### config.mk
export PLATFORM = sky130hd
export DESIGN_NAME = length_prefixed_table_parser_flat
export DESIGN_NICKNAME = d
export VERILOG_FILES = /design/src/hdl/lpt_pkg.sv /design/src/hdl/lpt_channels.sv /design/src/hdl/lpt_result_fifo.sv /design/src/hdl/lpt_parse_core.sv /design/src/hdl/length_prefixed_table_parser.sv /design/src/flat_wrapper.sv
export VERILOG_INCLUDE_DIRS = /design/src /design/src/hdl
export SDC_FILE = /design/constraint.sdc
export NUM_CORES = 2
export LEC_CHECK = 0
export ABC_AREA = 1
export BUFFER_PORTS_ARGS = -buffer_cell sky130_fd_sc_hd__buf_2
export CORE_ASPECT_RATIO = 2
export CORE_MARGIN = 8
export CORE_UTILIZATION = 45
export DETAILED_ROUTE_END_ITERATION = 8
export GPL_ROUTABILITY_DRIVEN = 0
export REMOVE_ABC_BUFFERS = 1
export SYNTH_ARGS = -nofsm -noshare
export SYNTH_HDL_FRONTEND = slang
export SYNTH_SLANG_ARGS = --single-unit
### constraint.sdc
create_clock -name clk -period 4.4 [get_ports clk]
set_clock_uncertainty 0.15 [all_clocks]
set_input_delay 0.44 -clock clk [delete_from_list [all_inputs] [get_ports clk]]
set_output_delay 0.44 -clock clk [all_outputs]
set_load 0.1 [all_outputs]
### src/hdl/length_prefixed_table_parser_defines.svh
// Assertion macros for the length-prefixed table parser.
// Used by the top level; expects clk and rst in scope.
`ifndef LENGTH_PREFIXED_TABLE_PARSER_DEFINES_SVH
`define LENGTH_PREFIXED_TABLE_PARSER_DEFINES_SVH

// Same-cycle implication, checked outside reset
`define LPT_ASSERT_NOW(label, ante, cons, msg) \
  label: assert property (@(posedge clk) disable iff (rst) (ante) |-> (cons)) \
    else $error(msg);

// Next-cycle implication, checked outside reset
`define LPT_ASSERT_NEXT(label, ante, cons, msg) \
  label: assert property (@(posedge clk) disable iff (rst) (ante) |=> (cons)) \
    else $error(msg);

`endif

### src/hdl/lpt_pkg.sv
// Shared types and codes of the length-prefixed table parser.
// No dependencies; imported by every module.
`timescale 1ns / 1ps

package lpt_pkg;

  // Status codes of a finish result
  localparam logic [2:0] ST_OK        = 3'd0;
  localparam logic [2:0] ST_NO_MARKER = 3'd1;
  localparam logic [2:0] ST_ROWS      = 3'd2;
  localparam logic [2:0] ST_CELLS     = 3'd3;
  localparam logic [2:0] ST_TRUNC     = 3'd4;

  // Result kinds
  localparam logic EV_CELL   = 1'b0;
  localparam logic EV_FINISH = 1'b1;

  // Configuration register indexes
  localparam logic [1:0] CFG_WIDTH_MODE = 2'd0;
  localparam logic [1:0] CFG_ROW_LIMIT  = 2'd1;
  localparam logic [1:0] CFG_COL_LIMIT  = 2'd2;

  // Byte value of a row-marker token byte
  localparam logic [7:0] MARKER_BYTE = 8'hFF;

  // Result queue geometry; a request may push two results
  localparam int RES_DEPTH    = 8;
  localparam int RES_AW       = $clog2(RES_DEPTH);
  localparam int RES_CW       = $clog2(RES_DEPTH + 1);
  localparam int SLOT_RESERVE = 2;

  typedef struct packed {
    logic        event_kind;
    logic [2:0]  status;
    logic [15:0] row_index;
    logic [15:0] col_index;
    logic [31:0] data_offset;
    logic [63:0] cell_length;
    logic        final_result;
  } result_t;

  // Up to two results produced by one request, first slot filled first
  typedef struct packed {
    logic    va;
    logic    vb;
    result_t a;
    result_t b;
  } push_t;

  typedef struct packed {
    logic [1:0]  length_width_mode;
    logic [15:0] row_limit;
    logic [15:0] col_limit;
  } cfg_t;

endpackage

### src/hdl/lpt_channels.sv
// Handshake channels of the length-prefixed table parser: input bytes,
// results and configuration writes.
`timescale 1ns / 1ps

interface lpt_in_if;
  logic       valid;
  logic       ready;
  logic [7:0] data_byte;
  logic       last_byte;
  modport source (output valid, data_byte, last_byte, input ready);
  modport sink (input valid, data_byte, last_byte, output ready);
endinterface

interface lpt_out_if;
  logic        valid;
  logic        ready;
  logic        event_kind;
  logic [2:0]  status;
  logic [15:0] row_index;
  logic [15:0] col_index;
  logic [31:0] data_offset;
  logic [63:0] cell_length;
  logic        final_result;
  modport source (output valid, event_kind, status, row_index, col_index, data_offset,
                  cell_length, final_result, input ready);
  modport sink (input valid, event_kind, status, row_index, col_index, data_offset,
                cell_length, final_result, output ready);
endinterface

interface lpt_cfg_if;
  logic        valid;
  logic        ready;
  logic [1:0]  index;
  logic [15:0] value;
  modport source (output valid, index, value, input ready);
  modport sink (input valid, index, value, output ready);
endinterface

### src/hdl/lpt_result_fifo.sv
// Result queue: takes up to two results per cycle, releases one.
// Depends on lpt_pkg.
`timescale 1ns / 1ps

module lpt_result_fifo
  import lpt_pkg::*;
(
  input  logic              clk,
  input  logic              rst,
  input  push_t             push,
  input  logic              pop,
  output logic              not_empty,
  output logic [RES_CW-1:0] count,
  output result_t           head_res
);

  result_t           mem [RES_DEPTH];
  logic [RES_AW-1:0] head;
  logic [RES_AW-1:0] tail;
  logic [RES_AW-1:0] tail_b;
  logic [RES_CW-1:0] push_n;
  logic [RES_CW-1:0] pop_n;

  assign tail_b    = tail + RES_AW'(1);
  assign push_n    = RES_CW'(push.va) + RES_CW'(push.vb);
  assign pop_n     = RES_CW'(pop);
  assign not_empty = (count != '0);
  assign head_res  = mem[head];

  // Store pushed results at the tail
  always_ff @(posedge clk) begin
    if (push.va) begin
      mem[tail] <= push.a;
    end
    if (push.vb) begin
      mem[tail_b] <= push.b;
    end
  end

  // Advance pointers and fill level
  always_ff @(posedge clk) begin
    if (rst) begin
      head  <= '0;
      tail  <= '0;
      count <= '0;
    end else begin
      tail  <= tail + push_n[RES_AW-1:0];
      head  <= head + RES_AW'(pop);
      count <= count + push_n - pop_n;
    end
  end

endmodule

### src/hdl/lpt_parse_core.sv
// Input register and per-byte token parser of the table body.
// Depends on lpt_pkg; feeds lpt_result_fifo.
`timescale 1ns / 1ps

module lpt_parse_core
  import lpt_pkg::*;
#(
  parameter longint unsigned MAX_DIMENSION = 65535,
  parameter int              OFFSET_BITS   = 32
) (
  input  logic       clk,
  input  logic       rst,
  input  cfg_t       cfg,
  input  logic       accept,
  input  logic [7:0] data_byte,
  input  logic       last_byte,
  output logic       busy,
  output push_t      push
);

  localparam logic [31:0] MAX_DIM_W = 32'(MAX_DIMENSION);

  // Input register
  logic       s1_valid;
  logic [7:0] s1_byte;
  logic       s1_last;

  // Stream state
  logic                   in_cell, in_cell_next;
  logic [3:0]             tok_count, tok_count_next;
  logic [63:0]            acc, acc_next;
  logic                   all_ones, all_ones_next;
  logic [63:0]            left, left_next;
  logic                   row_started, row_started_next;
  logic [15:0]            row, row_next;
  logic [16:0]            col, col_next;
  logic [OFFSET_BITS-1:0] offset, offset_next;
  logic [2:0]             err, err_next;

  // Working values
  logic [15:0]            row_cap;
  logic [15:0]            col_cap;
  logic [3:0]             width;
  logic [3:0]             cnt_tmp;
  logic [63:0]            acc_tmp;
  logic                   ones_tmp;
  logic [OFFSET_BITS-1:0] off_inc;
  logic [63:0]            off_wide;
  logic                   cell_hit;
  logic                   finish;
  logic [2:0]             fin_status;
  result_t                cell_res;
  result_t                fin_res;

  assign busy = s1_valid;

  // Cap limits at the configured maximum dimension
  always_comb begin
    row_cap = ({16'd0, cfg.row_limit} > MAX_DIM_W) ? MAX_DIM_W[15:0] : cfg.row_limit;
    col_cap = ({16'd0, cfg.col_limit} > MAX_DIM_W) ? MAX_DIM_W[15:0] : cfg.col_limit;
  end

  assign width    = 4'd1 << cfg.length_width_mode;
  assign off_inc  = offset + OFFSET_BITS'(1);
  assign off_wide = 64'(off_inc);

  // Register the accepted request
  always_ff @(posedge clk) begin
    if (rst) begin
      s1_valid <= 1'b0;
    end else begin
      s1_valid <= accept;
    end
    if (accept) begin
      s1_byte <= data_byte;
      s1_last <= last_byte;
    end
  end

  // Parse one byte: skip cell data or collect a length token
  always_comb begin
    in_cell_next     = in_cell;
    tok_count_next   = tok_count;
    acc_next         = acc;
    all_ones_next    = all_ones;
    left_next        = left;
    row_started_next = row_started;
    row_next         = row;
    col_next         = col;
    offset_next      = offset;
    err_next         = err;
    cnt_tmp          = tok_count + 4'd1;
    acc_tmp          = acc | (64'(s1_byte) << {tok_count[2:0], 3'b000});
    ones_tmp         = all_ones & (s1_byte == MARKER_BYTE);
    cell_hit         = 1'b0;
    finish           = 1'b0;
    fin_status       = ST_OK;

    if (s1_valid) begin
      if (err == ST_OK) begin
        if (in_cell) begin
          left_next = left - 64'd1;
          if (left_next == 64'd0) begin
            in_cell_next = 1'b0;
          end
        end else if (cnt_tmp >= width) begin
          if (ones_tmp) begin
            if (!row_started) begin
              if (row_cap == 16'd0) begin
                err_next = ST_ROWS;
              end else begin
                row_started_next = 1'b1;
                row_next         = 16'd0;
                col_next         = 17'd0;
              end
            end else if (({1'b0, row} + 17'd1) >= {1'b0, row_cap}) begin
              err_next = ST_ROWS;
            end else begin
              row_next = row + 16'd1;
              col_next = 17'd0;
            end
          end else if (!row_started) begin
            err_next = ST_NO_MARKER;
          end else if (col >= {1'b0, col_cap}) begin
            err_next = ST_CELLS;
          end else begin
            cell_hit = 1'b1;
            col_next = col + 17'd1;
            if (acc_tmp != 64'd0) begin
              in_cell_next = 1'b1;
              left_next    = acc_tmp;
            end
          end
          tok_count_next = 4'd0;
          acc_next       = 64'd0;
          all_ones_next  = 1'b1;
        end else begin
          tok_count_next = cnt_tmp;
          acc_next       = acc_tmp;
          all_ones_next  = ones_tmp;
        end
      end

      offset_next = off_inc;

      // End of stream: report status, drop stream state
      if (s1_last) begin
        finish = 1'b1;
        if (err_next != ST_OK) begin
          fin_status = err_next;
        end else if ((tok_count_next != 4'd0) || in_cell_next) begin
          fin_status = ST_TRUNC;
        end
        in_cell_next     = 1'b0;
        tok_count_next   = 4'd0;
        acc_next         = 64'd0;
        all_ones_next    = 1'b1;
        left_next        = 64'd0;
        row_started_next = 1'b0;
        row_next         = 16'd0;
        col_next         = 17'd0;
        offset_next      = '0;
        err_next         = ST_OK;
      end
    end
  end

  // Build results and order them into the push slots
  always_comb begin
    cell_res.event_kind   = EV_CELL;
    cell_res.status       = ST_OK;
    cell_res.row_index    = row;
    cell_res.col_index    = col[15:0];
    cell_res.data_offset  = off_wide[31:0];
    cell_res.cell_length  = acc_tmp;
    cell_res.final_result = !finish;

    fin_res.event_kind   = EV_FINISH;
    fin_res.status       = fin_status;
    fin_res.row_index    = 16'd0;
    fin_res.col_index    = 16'd0;
    fin_res.data_offset  = 32'd0;
    fin_res.cell_length  = 64'd0;
    fin_res.final_result = 1'b1;

    push.va = cell_hit | finish;
    push.vb = cell_hit & finish;
    push.a  = cell_hit ? cell_res : fin_res;
    push.b  = fin_res;
  end

  // Stream state registers
  always_ff @(posedge clk) begin
    if (rst) begin
      in_cell     <= 1'b0;
      tok_count   <= 4'd0;
      acc         <= 64'd0;
      all_ones    <= 1'b1;
      left        <= 64'd0;
      row_started <= 1'b0;
      row         <= 16'd0;
      col         <= 17'd0;
      offset      <= '0;
      err         <= ST_OK;
    end else begin
      in_cell     <= in_cell_next;
      tok_count   <= tok_count_next;
      acc         <= acc_next;
      all_ones    <= all_ones_next;
      left        <= left_next;
      row_started <= row_started_next;
      row         <= row_next;
      col         <= col_next;
      offset      <= offset_next;
      err         <= err_next;
    end
  end

endmodule

### src/hdl/length_prefixed_table_parser.sv
// Top level of the length-prefixed table parser: configuration registers,
// parse core and result queue. Depends on lpt_pkg, lpt_channels and the defines header.
`timescale 1ns / 1ps
`include "length_prefixed_table_parser_defines.svh"

// Takes one body byte per cycle and reports each cell (row, column, offset of its
// first data byte, declared length) and, on the byte marked last, a finish result
// with the stream status. A byte is parsed in the cycle after it is taken; its
// results enter an eight-entry queue and leave it one per cycle while the sink
// takes them. Bytes are taken every cycle as long as the queue keeps room for two
// results of the byte in flight and two of the next; a byte yields at most two
// results, so only a sink that stalls slows the input. Configuration writes are
// taken in any cycle and belong between streams. No clearing pass is needed after
// reset.
module length_prefixed_table_parser
  import lpt_pkg::*;
#(
  parameter longint unsigned MAX_DIMENSION = 65535,
  parameter int              OFFSET_BITS   = 32
) (
  input logic        clk,
  input logic        rst,
  lpt_in_if.sink     body_ch,
  lpt_out_if.source  result_ch,
  lpt_cfg_if.sink    cfg
);

  localparam logic [RES_CW-1:0] PUSH_ROOM = RES_CW'(RES_DEPTH - SLOT_RESERVE);

  cfg_t              cfg_regs;
  push_t             push;
  logic              in_accept;
  logic              out_pop;
  logic              core_busy;
  logic              res_valid;
  logic [RES_CW-1:0] res_count;
  logic [RES_CW:0]   res_need;
  logic              pair_ok;
  result_t           head_res;

  // Write configuration registers; other indexes are ignored
  assign cfg.ready = 1'b1;
  always_ff @(posedge clk) begin
    if (rst) begin
      cfg_regs.length_width_mode <= 2'd0;
      cfg_regs.row_limit         <= 16'd1;
      cfg_regs.col_limit         <= 16'd1;
    end else if (cfg.valid && cfg.ready) begin
      case (cfg.index)
        CFG_WIDTH_MODE: cfg_regs.length_width_mode <= cfg.value[1:0];
        CFG_ROW_LIMIT:  cfg_regs.row_limit         <= cfg.value;
        CFG_COL_LIMIT:  cfg_regs.col_limit         <= cfg.value;
        default: ;
      endcase
    end
  end

  // Accept a request while the queue has room for everything in flight
  assign res_need = {1'b0, res_count} + (core_busy ? (RES_CW + 1)'(2 * SLOT_RESERVE)
                                                   : (RES_CW + 1)'(SLOT_RESERVE));
  assign body_ch.ready = (res_need <= (RES_CW + 1)'(RES_DEPTH));
  assign in_accept     = body_ch.valid & body_ch.ready;

  lpt_parse_core #(
    .MAX_DIMENSION (MAX_DIMENSION),
    .OFFSET_BITS   (OFFSET_BITS)
  ) u_core (
    .clk       (clk),
    .rst       (rst),
    .cfg       (cfg_regs),
    .accept    (in_accept),
    .data_byte (body_ch.data_byte),
    .last_byte (body_ch.last_byte),
    .busy      (core_busy),
    .push      (push)
  );

  assign out_pop = result_ch.valid & result_ch.ready;

  lpt_result_fifo u_fifo (
    .clk       (clk),
    .rst       (rst),
    .push      (push),
    .pop       (out_pop),
    .not_empty (res_valid),
    .count     (res_count),
    .head_res  (head_res)
  );

  // Drive the result channel from the queue head
  assign result_ch.valid        = res_valid;
  assign result_ch.event_kind   = head_res.event_kind;
  assign result_ch.status       = head_res.status;
  assign result_ch.row_index    = head_res.row_index;
  assign result_ch.col_index    = head_res.col_index;
  assign result_ch.data_offset  = head_res.data_offset;
  assign result_ch.cell_length  = head_res.cell_length;
  assign result_ch.final_result = head_res.final_result;

  // A pair of results is always a cell followed by the finish
  assign pair_ok = push.va && (push.a.event_kind == EV_CELL)
                   && (push.b.event_kind == EV_FINISH);

  // Checks on queue space and result ordering
  `LPT_ASSERT_NOW(a_queue_bound, 1'b1, res_count <= RES_CW'(RES_DEPTH), "result queue overflow")
  `LPT_ASSERT_NOW(a_pair_order, push.vb, pair_ok, "result pair out of order")
  `LPT_ASSERT_NOW(a_push_space, push.va, res_count <= PUSH_ROOM, "push without queue room")
  `LPT_ASSERT_NEXT(a_accept_busy, in_accept, core_busy, "accepted byte not held for parsing")

endmodule
### src/flat_wrapper.sv
// flat-port wrapper written by rule: the top's interface ports become plain ports
module length_prefixed_table_parser_flat import lpt_pkg::*;
#(
  parameter longint unsigned MAX_DIMENSION = 65535,
  parameter int              OFFSET_BITS   = 32
)
  (clk, rst, body_ch_valid, body_ch_data_byte, body_ch_last_byte, body_ch_ready, result_ch_valid, result_ch_event_kind, result_ch_status, result_ch_row_index, result_ch_col_index, result_ch_data_offset, result_ch_cell_length, result_ch_final_result, result_ch_ready, cfg_valid, cfg_index, cfg_value, cfg_ready);
  lpt_in_if body_ch_i ();
  lpt_out_if result_ch_i ();
  lpt_cfg_if cfg_i ();
  input logic clk;
  input logic rst;
  input wire logic [$bits(body_ch_i.valid)-1:0] body_ch_valid;
  input wire logic [$bits(body_ch_i.data_byte)-1:0] body_ch_data_byte;
  input wire logic [$bits(body_ch_i.last_byte)-1:0] body_ch_last_byte;
  output wire logic [$bits(body_ch_i.ready)-1:0] body_ch_ready;
  output wire logic [$bits(result_ch_i.valid)-1:0] result_ch_valid;
  output wire logic [$bits(result_ch_i.event_kind)-1:0] result_ch_event_kind;
  output wire logic [$bits(result_ch_i.status)-1:0] result_ch_status;
  output wire logic [$bits(result_ch_i.row_index)-1:0] result_ch_row_index;
  output wire logic [$bits(result_ch_i.col_index)-1:0] result_ch_col_index;
  output wire logic [$bits(result_ch_i.data_offset)-1:0] result_ch_data_offset;
  output wire logic [$bits(result_ch_i.cell_length)-1:0] result_ch_cell_length;
  output wire logic [$bits(result_ch_i.final_result)-1:0] result_ch_final_result;
  input wire logic [$bits(result_ch_i.ready)-1:0] result_ch_ready;
  input wire logic [$bits(cfg_i.valid)-1:0] cfg_valid;
  input wire logic [$bits(cfg_i.index)-1:0] cfg_index;
  input wire logic [$bits(cfg_i.value)-1:0] cfg_value;
  output wire logic [$bits(cfg_i.ready)-1:0] cfg_ready;
  assign body_ch_i.valid = body_ch_valid;
  assign body_ch_i.data_byte = body_ch_data_byte;
  assign body_ch_i.last_byte = body_ch_last_byte;
  assign body_ch_ready = body_ch_i.ready;
  assign result_ch_valid = result_ch_i.valid;
  assign result_ch_event_kind = result_ch_i.event_kind;
  assign result_ch_status = result_ch_i.status;
  assign result_ch_row_index = result_ch_i.row_index;
  assign result_ch_col_index = result_ch_i.col_index;
  assign result_ch_data_offset = result_ch_i.data_offset;
  assign result_ch_cell_length = result_ch_i.cell_length;
  assign result_ch_final_result = result_ch_i.final_result;
  assign result_ch_i.ready = result_ch_ready;
  assign cfg_i.valid = cfg_valid;
  assign cfg_i.index = cfg_index;
  assign cfg_i.value = cfg_value;
  assign cfg_ready = cfg_i.ready;
  length_prefixed_table_parser #(.MAX_DIMENSION(MAX_DIMENSION), .OFFSET_BITS(OFFSET_BITS)) u_core (.clk(clk), .rst(rst), .body_ch(body_ch_i), .result_ch(result_ch_i), .cfg(cfg_i));
endmodule
* Word level (Yosys, flattened, before mapping)
Memory sizes are Yosys's and may differ from the RTL's. A register that Yosys moved wholly into a read port is not among the register bits.
Index checks and enable logic that the tools add are counted.
** Word-level totals
- Register bits :: 257
- Bits in latches :: 0
- RAM bits :: 1064
- Bits in read-only memories :: 0
- Bits of input ports :: 32
- Output and inout port bits :: 136
- Logic and storage cells :: 168
- Memories :: 1
** Cells by class
- Add/subtract/negate cells :: 13
- $mul :: 0
- Divide/modulo/power cells :: 0
- $lt $le $gt $ge :: 4
- Equality and inequality tests :: 10
- Shift operators :: 2
- Mux-type cells :: 88
- Bitwise logic cells :: 6
- Reductions and logical operators :: 25
** Memory list
- u_core.u_fifo.mem :: depth 8, bits a word 133, rd ports 1, clocked after Yosys merged registers in 1, wr ports 2, RTL line lpt_result_fifo.sv:17 : result_t mem [RES_DEPTH];
** Operator list (number)
- 64-bit two-way mux :: 12
- 17-bit two-way mux :: 10
- 133-bit two-way mux :: 1
- 16-bit two-way mux :: 8
- 64-bit zero test :: 1
- 64-bit bitwise OR :: 1
- 64-bit nonzero test :: 1
- 8-bit by 6-bit left shift with 64-bit output :: 1
- 64-bit by 1-bit subtractor with 64-bit output (second input constant) :: 1
- 3-bit two-way mux :: 17
- 17-bit by 16-bit greater-or-equal comparator with 1-bit output :: 2
- 1-bit two-way mux :: 34
- 32-bit by 1-bit adder with 32-bit output (second input constant) :: 1
- 32-bit two-way mux :: 1
- 4-bit two-way mux :: 5
- 16-bit by 1-bit adder with 17-bit output (second input constant) :: 1
- 17-bit by 1-bit adder with 17-bit output (second input constant) :: 1
- 16-bit by 1-bit adder with 16-bit output (second input constant) :: 1
- 16-bit zero test :: 1
- 3-bit != test (second input constant) :: 5
- 3-bit nonzero test :: 5
- 7-bit AND reduction :: 2
- 8-bit == test (second input constant) :: 1
- 8-bit AND reduction :: 1
- other kinds (26) :: 34

* Depth between registers and ports, before layout
- Word-level depth :: 17
- Mapped depth :: 28
- Depth with buffers taken out :: 25

* By module
A second synthesis with hierarchy kept.
** Unflattened totals
- Cells, all modules :: 11404
- Area total of the unflattened synthesis :: 81987.4 um^2
** By module, submodules not included
- lpt_result_fifo :: instances 1, cells an instance 8619, area each 65111.2 um^2, sequential area each 32150.8 um^2
- lpt_parse_core :: instances 1, cells an instance 2609, area each 15524.9 um^2, sequential area each 4354.2 um^2
- length_prefixed_table_parser :: instances 1, cells an instance 176, area each 1351.3 um^2, sequential area each 680.7 um^2

* Worst setup path after synthesis
OpenSTA, ideal clock, no wires.
- Path type :: reg-to-reg
- Start point :: register u_core.u_core.tok_count[2]
- End point :: memory u_core.u_fifo.mem[0][96] (netlist bit)
- Setup time :: 67 ps
- Data arrival time :: 3881 ps
- Required time :: 4183 ps
- Slack :: 302 ps
- Stages on the path, launching flop included :: 29
- Buffers on the path :: 7
- Period minus slack after synthesis :: 4098 ps
- Cell sequence :: dfxtp_1 buf_4 clkbuf_1 buf_2 xnor2_1 inv_1 ha_1 nand2_1 inv_1 o21ai_0 nand3_1 nand2_1 inv_1 nand2_1 nor2_2 inv_2 buf_2 ha_1 nor2_1 inv_1 nor2_1 inv_1 clkbuf_1 nand2_1 inv_1 clkbuf_1 clkbuf_1 nand2_1 o21ai_2
** RTL lines
- start: declaration :: RTL line lpt_parse_core.sv:30 : logic [3:0] tok_count, tok_count_next;
- start signal: assignment :: RTL line lpt_parse_core.sv:207 : tok_count <= tok_count_next;
- end: declaration :: RTL line lpt_result_fifo.sv:17

==> run metrics <==
startpoint types=flop; design area=64200 um2; CP max FO=59; worst path required time=3810 ps; row cnt=184; initial antenna violation count=9; clock group share of total power=25.3%; Nets=7724; Sw Pwr=0.0195 W; crit-path most repeated cell=buf_4; area leader, netlist=dfxtp_1; number of global-route vias before repair=51900; Place WS=278 ps; initial core utilization=45.3%; Final WS setup=227 ps; Iter 0 DRT Violations=4535; Residual DRC=0; Relative slew margins=31.1%; post-synth top area share=45.4%; simple-gate portion of the synthesized area=15.2%; Slowest cell on crit path=buf_4; Sw Share=45.7%; clk_lat worst skew=750 ps; detailed-route wire length=204 mm; Syn Area/Cell=7.43 um2; dominant combinational cell family by area after synthesis=compound AO/OA/AOI/OAI gates; Mapped Area=56800 um2; Clock Tree Root=clkbuf_16; pin count of the biggest net entering global routing=160; PwrDens=663 nW/um2; Synth Area in Adders=1.36%; Logic pwr share=42.3%; Yosys cell types=56; top_reg_cell synth=dfxtp_1; TNS Setup=0 ps; Slew Limit Fails=0; Initial DRT Pass Iterations=6; achievable frequency=0.240 GHz; worst setup path start=u_core.u_fifo.head[1]$_SDFF_PP0_; crit-path cells=buf_4, buf_4, a21oi_1, o21ai_0, nand2_1, nor2_1, a31oi_1, buf_2; Area after DPL=59900 um2; hold path startpoint=result_ch_ready; Hold Path Class=input port to flop; Worst Tran Pin Value=1030 ps; Area Growth Syn to Fin=13.0%; unrepaired setup endpoints after global routing=no; CP endpoint kind=primary output; xor and xnor area share after synthesis=0.971%; placed cell count=9152; post-DR vias/cell=5.74; Seq pwr share=32.4%; final setup vio count=0; first-pass GRT wire length=308 mm; mux cell area share after synthesis=0%; Leakage Power=28.6 nW; Tcrit/Tclk final=94.8%; hpwl dp=128 mm; fraction of layout cells with a size suffix above 1=9.49%; Core ar.=125000 um2; Clock Pin Slew Worst Setup and Hold Paths=70 ps; Sink Count=1321; via total after detailed routing=54000; Synth area leaders=dfxtp_1 (45%), o21ai_0 (9.7%), nand2_1 (8.2%); Internal Dissipation=0.0231 W; final hold violation count=0; asr flop ratio synth=0%; max-cap viol count=0; peak supply drop=0.609 mV; YS warnings=0; CTS Buf Count=114; IO buf count=166; busiest layer in global routing=met2; status=finished clean; Cells after Synth=7646; post-DR wirelength/cell=21.7 um; ANT nets after route=0; io pins=168; synthesized flop and latch total=1321; number of synthesized flops with an enable pin=33; die span in x=267 um; post-synthesis compound-gate area fraction=25.8%; gr ovfl total=0; Total GRT Usage=28.4%; met1 global-route usage=31.6%; WS Path Type=flop to primary output; met2 Use GR=50.4%; critical path arrival=3580 ps; sequential cell area fraction in the yosys report=47.1%; met3 Use GR=3.90%; CTS H-Tree Depth=3; crit path time final=4170 ps; RR Startpoint=u_core.u_core.left[0]$_SDFFE_PP0P_; TritonCTS clock tree=done; Critical Path Max Stage Delay=740 ps; die height=518 um; die area=139000 um2; fin cells=9405; CTS Buffer Depth=3
==> worst max-delay path: cells and delay by family, from the launching register on <==
| family | cells | cell delay [ps] |
|---|---|---|
| compound gates | 3 | 300 |
| simple gates | 2 | 170 |
| flops | 1 | 580 |
| buf+inv | 3 | 1690 |
==> registers in the layout (all words and copies together) (netlist names), 3 cells and up <==
signal and count:
u_core.u_core.row 16, u_core.u_fifo.tail 3, u_core.u_core.tok_count 4, u_core.u_fifo.mem 1064, u_core.u_core.err 3, u_core.u_core.acc 64
u_core.u_fifo.head 3, u_core.u_core.s1_byte 8, u_core.u_core.offset 32, u_core.u_fifo.count 4, u_core.u_core.col 17, u_core.cfg_regs 34
u_core.u_core.left 64
==> stage by stage <==
step	hold WS, ps	util, %	power [W]
2_1_floorplan	272	-	0.0251
3_3_place_gp	282	47.7	0.0318
3_5_place_dp	289	47.7	0.0319
4_1_cts	65.8	51.1	0.0426
5_1_grt	141	51.2	0.0445
6_report	119	51.2	0.0426
==> cell type report <==
class | count | area [um2]
diodes | 5 | 12.5
clock buffers | 160 | 3250
clock inverters | 50 | 684
fillers | 12400 | 61300
inverters | 833 | 3200
multi-input cells | 4923 | 24700
flip-flops and latches | 1321 | 26800
well taps | 1674 | 2090
repair buffers | 439 | 3490
==> layout by cell type, fill, tap and decap left out, types with 26 or more instances in the layout <==
cell type,instances
nor2_1,567
nand3_1,87
o21ai_1,79
a211oi_1,39
nor3_1,38
a21oi_1,716
o21ai_0,1103
clkbuf_16,116
or2_1,32
clkinv_2,26
buf_2,166
edfxtp_1,33
a31oi_1,172
o22ai_1,544
inv_1,784
dlygate4sd3_1,32
ha_1,57
xor2_1,46
buf_4,200
buf_12,39
dfxtp_1,1286
inv_2,30
clkbuf_1,26
nand4_1,35
nand2_1,1236
==> final timing paths <==
path	to	slack (ps)	cells past startpoint
setup / recovery	result_ch_cell_length[38]	230	8
hold / removal	u_core.u_fifo.head[0]$_SDFF_PP0_	120	5
setup reg to reg	u_core.u_fifo.mem[2][131]$_DFFE_PP_	240	17
hold reg to reg	u_core.u_fifo.mem[0][132]$_SDFFE_PP1P_	300	2
==> power by group through the flow <==
stage | clock, W | combinational, W | sequential, W
2_1_floorplan | 0 | 0.0109 | 0.0142
5_1_grt | 0.0114 | 0.0192 | 0.0139
6_report | 0.0108 | 0.0180 | 0.0138
3_3_place_gp | 0 | 0.0177 | 0.0140
4_1_cts | 0.0109 | 0.0179 | 0.0138
3_5_place_dp | 0 | 0.0178 | 0.0141
==> routing by layer <==
metal	part of all wire, %	vias up
met5	0.021	-
met3	5.7	596
met1	37	25800
met2	50	1901
li1	-	25700
met4	6.6	6
==> cell families after synthesis <==
| logic type | count (synthesis) |
|---|---|
| DFF | 1321 |
| other | 1 |
| AOI/OAI and AO/OA | 2701 |
| and+or+nand+nor | 2098 |
| buffers and inverters | 1402 |
| xor gates and xnor gates | 63 |
| adders and majority gates | 60 |
==> cells in the mapped netlist, types with 10 or more instances <==
| cell | instances |
|---|---|
| a21oi_2 | 10 |
| nor2_1 | 571 |
| a31oi_1 | 172 |
| a21oi_1 | 716 |
| o21bai_1 | 11 |
| buf_4 | 10 |
| o22ai_1 | 544 |
| edfxtp_1 | 33 |
| inv_1 | 798 |
| nor3_1 | 39 |
| xnor2_1 | 17 |
| nand4_1 | 35 |
| nand3b_1 | 17 |
| nand3_1 | 87 |
| nor2_2 | 17 |
| a22oi_1 | 10 |
| buf_2 | 46 |
| nand2_2 | 11 |
| nor4_1 | 10 |
| ha_1 | 57 |
| inv_2 | 30 |
| or2_1 | 32 |
| clkbuf_1 | 479 |
| o21ai_1 | 81 |
| dfxtp_1 | 1288 |
| o21ai_0 | 1103 |
| nor3_2 | 13 |
| buf_1 | 29 |
| nand2_1 | 1238 |
| xor2_1 | 46 |
| a211oi_1 | 39 |
==> timing repair <==
action,in CTS,in global routing
endpoints found under the setup margin,0,145
resized for setup,0,9
hold buffers,32,0
buffers inserted,0,6
endpoints found under the hold margin,46,0
No activity file was read; power rests on OpenSTA's default activity.
